### src/nwu_pkg.sv
`timescale 1ns / 1ps
`default_nettype none
// ============================================================================
// nwu_pkg - shared types, codes and fixed-point helpers
// Request/response payloads, command and register codes, Q16.16 saturation
// helpers and the address reduction used by the weight update block.
// ============================================================================
package nwu_pkg;

    // Sizes
    localparam int NWU_NUM_WEIGHTS = 1024;
    localparam int INDEX_W         = 10;
    localparam int DATA_W          = 32;
    localparam int PROD_W          = 2 * DATA_W;
    localparam int LR_W            = 31;
    localparam int CFG_INDEX_W     = 1;
    localparam int NWU_FIFO_DEPTH  = 8;

    // Register reset values
    localparam logic [LR_W-1:0] LR_RESET = 31'd655;

    // Command codes
    localparam logic CMD_LOAD   = 1'b0;
    localparam logic CMD_UPDATE = 1'b1;

    // Learning rule codes
    localparam logic RULE_DELTA = 1'b0;
    localparam logic RULE_OJA   = 1'b1;

    // Register indexes
    localparam logic [CFG_INDEX_W-1:0] CFG_RULE_SELECT   = 1'b0;
    localparam logic [CFG_INDEX_W-1:0] CFG_LEARNING_RATE = 1'b1;

    // Q16.16 limits
    localparam logic signed [DATA_W-1:0] Q_MAX = 32'sh7FFF_FFFF;
    localparam logic signed [DATA_W-1:0] Q_MIN = 32'sh8000_0000;

    typedef struct packed {
        logic                     cmd;
        logic [INDEX_W-1:0]       index;
        logic signed [DATA_W-1:0] value;
        logic signed [DATA_W-1:0] scalar;
    } nwu_req_t;

    typedef struct packed {
        logic signed [DATA_W-1:0] weight_out;
        logic [INDEX_W-1:0]       index_out;
        logic                     saturated;
    } nwu_rsp_t;

    typedef struct packed {
        logic                     clip;
        logic signed [DATA_W-1:0] value;
    } nwu_sat_t;

    // Product shifted right by 16 (towards minus infinity), clipped to 32 bits
    function automatic nwu_sat_t nwu_sat_q16(input logic signed [PROD_W-1:0] prod);
        logic signed [PROD_W-1:0] sh;
        nwu_sat_t                 r;
        sh = prod >>> 16;
        if (sh[PROD_W-1:DATA_W-1] == {(PROD_W-DATA_W+1){sh[DATA_W-1]}}) begin
            r.clip  = 1'b0;
            r.value = sh[DATA_W-1:0];
        end
        else begin
            r.clip  = 1'b1;
            r.value = sh[PROD_W-1] ? Q_MIN : Q_MAX;
        end
        return r;
    endfunction

    // 33-bit sum or difference clipped to 32 bits
    function automatic nwu_sat_t nwu_sat_sum(input logic signed [DATA_W:0] s);
        nwu_sat_t r;
        if (s[DATA_W] == s[DATA_W-1]) begin
            r.clip  = 1'b0;
            r.value = s[DATA_W-1:0];
        end
        else begin
            r.clip  = 1'b1;
            r.value = s[DATA_W] ? Q_MIN : Q_MAX;
        end
        return r;
    endfunction

    // Index modulo the store depth: restoring compare/subtract on 10 bits
    function automatic logic [INDEX_W-1:0] nwu_reduce_index(input logic [INDEX_W-1:0] idx,
                                                            input int unsigned num);
        logic [INDEX_W-1:0] r;
        logic [63:0]        step;
        r = idx;
        for (int i = INDEX_W - 1; i >= 0; i--) begin
            step = 64'(num) << i;
            if ((step < (64'd1 << INDEX_W)) && (64'(r) >= step)) begin
                r = r - step[INDEX_W-1:0];
            end
        end
        return r;
    endfunction

endpackage
`default_nettype wire

### src/nwu_out_fifo.sv
`timescale 1ns / 1ps
`default_nettype none
// ============================================================================
// nwu_out_fifo - response buffer
// Small register FIFO that decouples the free-running update pipeline from
// response back-pressure. Space is reserved upstream, so it never overflows.
// ============================================================================
module nwu_out_fifo
    import nwu_pkg::*;
#(
    parameter int DEPTH = NWU_FIFO_DEPTH
) (
    input  wire logic     clk,
    input  wire logic     rst_n,
    input  wire logic     push,
    input  wire nwu_rsp_t push_data,
    input  wire logic     pop,
    output nwu_rsp_t      data,
    output logic          not_empty
);

    localparam int PTR_W = (DEPTH > 1) ? $clog2(DEPTH) : 1;
    localparam int CNT_W = $clog2(DEPTH + 1);

    nwu_rsp_t          entry_reg [DEPTH];
    logic [PTR_W-1:0]  wr_ptr_reg, wr_ptr_next;
    logic [PTR_W-1:0]  rd_ptr_reg, rd_ptr_next;
    logic [CNT_W-1:0]  count_reg, count_next;

    // Pointer and fill count update
    always_comb
    begin
        wr_ptr_next = wr_ptr_reg;
        rd_ptr_next = rd_ptr_reg;
        if (push)
        begin
            wr_ptr_next = (wr_ptr_reg == PTR_W'(DEPTH - 1)) ? '0 : wr_ptr_reg + 1'b1;
        end
        if (pop)
        begin
            rd_ptr_next = (rd_ptr_reg == PTR_W'(DEPTH - 1)) ? '0 : rd_ptr_reg + 1'b1;
        end
        count_next = count_reg + CNT_W'(push) - CNT_W'(pop);
    end

    always_ff @(posedge clk or negedge rst_n)
    begin
        if (!rst_n)
        begin
            wr_ptr_reg <= '0;
            rd_ptr_reg <= '0;
            count_reg  <= '0;
        end
        else
        begin
            wr_ptr_reg <= wr_ptr_next;
            rd_ptr_reg <= rd_ptr_next;
            count_reg  <= count_next;
        end
    end

    // Storage
    always_ff @(posedge clk)
    begin
        if (push)
        begin
            entry_reg[wr_ptr_reg] <= push_data;
        end
    end

    assign data      = entry_reg[rd_ptr_reg];
    assign not_empty = (count_reg != '0);

endmodule
`default_nettype wire

### config.mk
export PLATFORM = sky130hd
export DESIGN_NAME = nwu_out_fifo
export DESIGN_NICKNAME = d
export VERILOG_FILES = /design/src/nwu_pkg.sv /design/src/nwu_out_fifo.sv
export SDC_FILE = /design/constraint.sdc
export NUM_CORES = 1
export LEC_CHECK = 0
export BUFFER_PORTS_ARGS = -buffer_cell sky130_fd_sc_hd__buf_2
export CAP_MARGIN = 0
export CORE_MARGIN = 10
export CORE_UTILIZATION = 28
export CTS_CLUSTER_DIAMETER = 100
export DETAILED_ROUTE_END_ITERATION = 6
export GPL_TIMING_DRIVEN = 0
export MAX_ROUTING_LAYER = met4
export PLACE_DENSITY = 0.49
export REMOVE_ABC_BUFFERS = 1
export SLEW_MARGIN = 20
export SYNTH_ARGS = -nofsm -noshare
export SYNTH_HDL_FRONTEND = slang
export SYNTH_SLANG_ARGS = --single-unit
### constraint.sdc
create_clock -name clk -period 5.2 [get_ports clk]
set_clock_uncertainty 0.15 [all_clocks]
set_input_delay 0.52 -clock clk [delete_from_list [all_inputs] [get_ports clk]]
set_output_delay 0.52 -clock clk [all_outputs]
set_load 0.005 [all_outputs]
# Word level (Yosys, flattened, before mapping)
# Memory sizes are Yosys's and may differ from the RTL's.
# Cells that the tools add are included.
# Widths: inputs -> output; s select.
# classes
n_reduce_logical	1
n_addsub	4
n_mux	4
n_eq_ne	2
# op_table
op	n
$add 3x1->3 const B	2
$eq 3x3->1 const B	2
$mux 3	2
$add 4x1->4	1
$reduce_bool 4->1	1
$sub 4x1->4	1
$mux 1	2
# word_totals
out_inout_bits	44
mem_bits_rw	344
n_memories	1
elab_cells	15
ff_bits	10
# memory_table
name	words	word_bits	read_ports	rd_ports_with_merged_regs	wr	line_no	rtl
entry_reg	8	43	1	0	1	nwu_out_fifo.sv:25	nwu_rsp_t entry_reg [DEPTH];

# Depth between registers and ports, before layout
# Gate-level depths: netlist of the first run.
# logic_depth
depth_word	2
depth_mapped	7
ltp_nobuf	7

# Worst setup path before layout of the first run
# Ideal clock, no wire load.
# synth_timing
kind	in2reg
startpoint	in push
endpoint	mem entry_reg[0][0] in the netlist's numbering (enable)
t_arrival_ps	3558
setup_time_ps	497
n_path_buf	0
path_slack_ps	995
required_time_ps	4553
stages	2
cell_sequence	nand2b_1 nor3_1
# synth_between
elab_chain_cells	2
# synth_rtl
item	line_no	rtl
start: declaration	nwu_out_fifo.sv:15	input wire logic push,
$mux 1	nwu_out_fifo.sv:65	if (push)
$mux 1 (implied by the code)	nwu_out_fifo.sv:67	entry_reg[wr_ptr_reg] <= push_data;
end: declaration	nwu_out_fifo.sv:25	
# No other way between the ends.

==> flow_metrics.py, run 1 <==
metrics = {
    "power": {
        "p_leak_nw": 5.53,
        "p_per_area_nw_per_um2": 547,
        "ir_drop_v": 0.000232,
    },
    "cts": {
        "cts_root_buf": "clkbuf_16",
        "post_cts_resized": 0,
        "htree_levels": 2,
        "post_cts.repair.setup_buffers": 0,
        "numCtsBuffers": 39,
        "clk_latency_ns": 0.52,
        "cts_tree": "done",
        "cts_buffer_depth": 3,
        "clk_pin_slew_worst_paths_ns": 0.06,
        "cts_hold_buf": 1,
        "cts.sinks": 354,
    },
    "worst_setup_path": {
        "crit_chain": "buf_16, mux4_2, nand2_1, nand2_1, buf_2",
        "r2r-start": "wr_ptr_reg[2]$_DFFE_PN0P_",
        "r2r_slack_ns": 2.77,
        "worstSetupPathType": "register to output pin",
        "endpoint_kind": "output pin",
        "crit_slowest_cell": "dfrtp_4",
        "arrival_ns": 2.60,
        "cp.depth": 5,
        "cp_top_family": "flip-flops",
        "crit_path_start": "rd_ptr_reg[0]$_DFFE_PN0P_",
        "reg2reg_to": "entry_reg[4][24]$_DFFE_PP_",
        "critPathLaunchType": "register",
        "crit_fanout": 32,
        "critical_path_buf_inv_count": 2,
        "slowest_delay_ns": 0.82,
        "reg2reg_depth": 5,
        "cp_common_cell": "nand2_1",
        "critPathRequiredTime_ns": 4.53,
    },
    "min_path": {
        "hp-start": "push_data[8]",
        "min_to": "entry_reg[1][8]$_DFFE_PP_",
        "worstHoldPathCells": 1,
        "hp-class": "input pin to register",
    },
    "global_routing": {
        "antenna_found_initial": 6,
        "busiest_layer": "met2",
        "grt_overflow": 0,
        "grt_util_met1": 0.146,
        "grt.total_usage": 0.108,
        "grt_pass1_vias": 6748,
        "grt_pass1_wl_um": 44900,
        "use_met2": 0.158,
        "grt_max_degree": 45,
        "grt_use_met3": 0.0278,
    },
    "sta": {
        "worst_slack_ns": 1.93,
        "fin_crit_sh": 0.629,
        "worst_pin_slew_ns": 0.813,
        "finalSetupViolations": 0,
        "hold_viol": 0,
        "rsz0062_at_grt": "no",
        "max_freq_mhz": 306,
        "slew_headroom": 0.455,
        "post-route-min-period_ns": 3.27,
        "drv_slew": 0,
    },
    "die": {
        "fp.dieH_um": 240,
        "die_w_um": 240,
        "start_util": 0.283,
        "core_um2": 47700,
        "die_area_um2": 57400,
        "rows": 80,
        "io_pins": 91,
    },
    "placement": {
        "dp_slack_ns": 2.37,
        "dp_hpwl_um": 18300,
        "place_area_um2": 15200,
        "finalWeightedCongestion": 0.646,
        "port_buffers": 90,
    },
    "synthesis": {
        "synth-edff-count": 344,
        "ys.flop_type": "edfxtp_1",
        "yosysWarningCount": 0,
        "synth_area_um2": 13500,
        "async_reset_ff_frac": 0.0282,
        "synth_cell_types": 25,
        "avgSynthCellArea_um2": 21.0,
        "synth_cells": 644,
        "synth-seq-area-share": 0.783,
        "ys_seq_elements": 354,
    },
    "final_layout": {
        "drive_above_1_share": 0.337,
        "area.growth.synth_to_final_pct": 21.1,
        "final_common_cell": "edfxtp_1",
        "largest_register_ffs": 344,
        "nFillCells": 4463,
        "fin_nets": 835,
        "fin_area_um2": 16400,
        "fin_util": 0.343,
        "layout_common_cells": "344 x edfxtp_1, 132 x nand2_1, 90 x buf_2",
    },
    "route": {
        "drtIter0Drc": 415,
        "wire_per_inst_um": 20.7,
        "antenna_left": 0,
        "viasPerCell": 4.43,
        "drcViolationCount": 0,
        "dr.pass1.iters": 6,
        "finalWirelength_um": 29500,
        "vias": 6300,
    },
    "job": {
        "maxCapViolations": 0,
    },
    "run_status": {
        "outcome": "finished, final reports clean",
    },
}
layout make-up:
| class | count | area, um2 | share of cell area |
|---|---|---|---|
| clock inverters | 12 | 80.1 | 0.00490 |
| flip-flops and latches | 354 | 10600 | 0.648 |
| multi-input cells | 253 | 2780 | 0.170 |
| inverters | 8 | 35.0 | 0.00214 |
| diodes | 6 | 15.0 | 0.000918 |
| repair buffers | 122 | 1020 | 0.0621 |
| clock buffers | 53 | 1070 | 0.0655 |
| well taps | 615 | 769 | 0.0470 |
where the power goes:
group / switching [mW] / total (mW) / internal [mW]
clock network: 1.03 / 2.52 / 1.48
registers: 0.202 / 3.78 / 3.58
logic: 1.39 / 2.65 / 1.27
total: 2.62 / 8.95 / 6.33
kinds of logic after synthesis:
| logic type | after synthesis | synth area share |
|---|---|---|
| adders and majority gates | 10 | 0.00982 |
| and+or+nand+nor | 147 | 0.0420 |
| muxes | 90 | 0.147 |
| AOI/OAI and AO/OA | 4 | 0.00167 |
| DFF | 354 | 0.783 |
| xor gates and xnor gates | 2 | 0.00130 |
| buffers and inverters | 37 | 0.0153 |
synth_stat cells, drive strengths merged, types with 2 or more instances:
master / n / area, um2
nand3b: 2 / 15.0
nand2b: 2 / 12.5
nor3: 2 / 10.0
mux4: 86 / 1940
dfrtp: 10 / 250
ha: 9 / 113
buf: 18 / 135
nor2: 8 / 30.0
inv: 7 / 26.3
clkbuf: 11 / 41.3
mux2: 4 / 45.0
nand2: 132 / 495
xor2: 2 / 17.5
edfxtp: 344 / 10300
o21ai: 2 / 10.0
per-stage QoR:
step	TNS (ns)	cells	power (mW)	hold WS (ns)
floorplan	0	615	5.47	0.0744
global placement	-395.79	1320	6.69	0.259
detailed placement	0	1351	6.62	0.252
CTS	0	1417	9.17	0.0897
global route	0	1423	9.50	0.108
finish	0	1423	8.95	0.119
metal layers:
layer	share of wire	routed length (um)	up-vias
li1	-	-	2845
met1	0.47	14000	3303
met2	0.46	13500	113
met3	0.051	1520	39
met4	0.017	503	0
met5	0	0	-
worst max path at each step:
| stage | slack, ns | end |
|---|---|---|
| final | 1.93 | data[27] |
| after detailed placement | 2.37 | entry_reg[4][24]$_DFFE_PP_ |
| after global placement | -2.88 | entry_reg[0][24]$_DFFE_PP_ |
| after global routing | 1.75 | data[27] |
| after floorplan | 0.30 | data[0] |
| after CTS | 1.83 | data[27] |
Note: power is estimated with default switching activity, not from simulation.
==> run 2, diff against run 1 <==
- clock period: 5.2 -> 3.2 ns (I/O delays scaled with it)
==> run 2 against run 1 <==
Compared with the run above:
- clock-buffer cell count unchanged
- hold slack worse by 0.090 ns
- via count is 2.8% higher
- highest routed layer unchanged
- core utilization grew 0.99 points
- critical path type unchanged
==> flow_metrics.py, run 2 (synthesis results as in run 1) <==
metrics = {
    "run_status": {
        "outcome": "finished, final reports clean",
    },
    "final_layout": {
        "drive_above_1_share": 0.320,
        "layout_common_cells": "344 x edfxtp_1, 132 x nand2_1, 90 x buf_2",
        "nFillCells": 4446,
        "area.growth.synth_to_final_pct": 24.6,
        "final_common_cell": "edfxtp_1",
        "largest_register_ffs": 344,
        "multiInputGateArea_um2": 2780,
        "fin_nets": 881,
        "seq_area_um2": 10600,
    },
    "global_routing": {
        "busiest_layer": "met2",
        "antenna_found_initial": 3,
        "grt.total_usage": 0.109,
        "grt_max_degree": 45,
        "use_met2": 0.161,
        "grt_pass1_vias": 7025,
        "grt_overflow": 0,
        "grt_util_met1": 0.150,
        "grt_pass1_wl_um": 45500,
        "grt_use_met3": 0.0214,
    },
    "sta": {
        "finalSetupViolations": 0,
        "max_freq_mhz": 343,
        "fin_crit_sh": 0.910,
        "post-route-min-period_ns": 2.91,
        "slew_headroom": 0.453,
        "hold_viol": 0,
        "rsz0062_at_grt": "no",
        "worst_pin_slew_ns": 0.816,
        "hold_ws_ns": 0.0286,
        "drv_slew": 0,
        "worst_slack_ns": 0.288,
    },
    "power": {
        "clockPowerShare": 0.279,
        "sequentialPowerShare": 0.417,
        "combPwrFrac": 0.304,
        "swShare": 0.293,
        "p_per_area_nw_per_um2": 871,
        "ir_drop_v": 0.000379,
        "internal_power_mw": 10.4,
        "p_leak_nw": 5.73,
        "p_total_mw": 14.7,
        "power_switching_mw": 4.30,
    },
    "job": {
        "maxCapViolations": 0,
    },
    "placement": {
        "dp_hpwl_um": 18300,
        "finalWeightedCongestion": 0.646,
        "port_buffers": 90,
        "dp_slack_ns": 0.570,
    },
    "worst_setup_path": {
        "worstSetupPathType": "register to output pin",
        "endpoint_kind": "output pin",
        "critical_path_buf_inv_count": 2,
        "slowest_delay_ns": 0.68,
        "cp_top_family": "flip-flops",
        "critPathLaunchType": "register",
        "critPathRequiredTime_ns": 2.73,
        "crit_chain": "buf_16, mux4_2, nand2_1, nand2_1, buf_2",
        "arrival_ns": 2.44,
        "crit_slowest_cell": "dfrtp_4",
        "crit_fanout": 32,
        "cp_common_cell": "nand2_1",
    },
    "die": {
        "rows": 80,
        "start_util": 0.283,
        "die_w_um": 240,
        "core_um2": 47700,
        "io_pins": 91,
        "die_area_um2": 57400,
        "fp.dieH_um": 240,
    },
    "cts": {
        "cts_tree": "done",
        "cts.sinks": 354,
        "numCtsBuffers": 39,
        "cts_buffer_depth": 3,
        "post_cts_resized": 0,
        "cts_root_buf": "clkbuf_16",
        "htree_levels": 2,
        "clk_latency_ns": 0.53,
        "clk_pin_slew_worst_paths_ns": 0.06,
    },
    "route": {
        "wire_per_inst_um": 20.3,
        "drtIter0Drc": 442,
        "drcViolationCount": 0,
        "dr.pass1.iters": 4,
        "finalWirelength_um": 29700,
        "vias": 6477,
        "antenna_left": 0,
        "viasPerCell": 4.42,
    },
    "min_path": {
        "hp-class": "input pin to asynchronous set/reset pin",
    },
}
run 2: routing by layer:
metal  part of all wire  vias to the layer above  wire [um]
met4              0.017                        0        499
met2               0.46                      119      13800
met3              0.040                       37       1180
met1               0.48                     3391      14300
li1                   -                     2930          -
met5                  0                        -          0
run 2: final timing paths:
kind | cells past startpoint | start | slack, ns | end
max reg2reg | 5 | wr_ptr_reg[2]$_DFFE_PN0P_ | 0.78 | entry_reg[4][24]$_DFFE_PP_
min | 2 | rst_n | 0.03 | count_reg[0]$_DFF_PN0_
min in group clk | 1 | wr_ptr_reg[2]$_DFFE_PN0P_ | 0.42 | wr_ptr_reg[2]$_DFFE_PN0P_
max in group asynchronous | 2 | rst_n | 2.64 | rd_ptr_reg[1]$_DFFE_PN0P_
min reg2reg | 1 | wr_ptr_reg[2]$_DFFE_PN0P_ | 0.42 | wr_ptr_reg[2]$_DFFE_PN0P_
max | 5 | rd_ptr_reg[0]$_DFFE_PN0P_ | 0.29 | data[27]
run 2: through the flow:
stage	utilization	TNS [ns]	std cells	area, um2
6_report	0.352	0	1466	16800
3_5_place_dp	0.318	0	1351	15200
3_3_place_gp	0.305	-1098.39	1320	14600
5_1_grt	0.352	0	1466	16800
2_1_floorplan	-	-147.67	615	13300
4_1_cts	0.352	0	1462	16800
run 2: repair_timing:
item                                    CTS  global route
endpoints found under the setup margin    0            14
buffers inserted                          0             1
endpoints found under the hold margin   361             0
hold buffers                             46             0
run 2: area by class of cell:
| type | count | area share |
|---|---|---|
| Antenna cell | 3 | 0.000446 |
| Clock buffer | 53 | 0.0637 |
| Clock inverter | 12 | 0.00476 |
| Inverter | 8 | 0.00208 |
| Multi-Input combinational cell | 253 | 0.165 |
| Sequential cell | 354 | 0.629 |
| Tap cell | 615 | 0.0457 |
| Timing Repair Buffer | 168 | 0.0888 |
run 2: power by group through the flow:
stage / Combinational [mW] / Sequential (mW) / Clock [mW]
2_1_floorplan: 2.40 / 6.49 / 0
3_3_place_gp: 3.44 / 6.77 / 0
3_5_place_dp: 4.49 / 6.27 / 0
4_1_cts: 4.55 / 6.17 / 4.22
5_1_grt: 4.93 / 6.19 / 4.42
6_report: 4.45 / 6.11 / 4.09
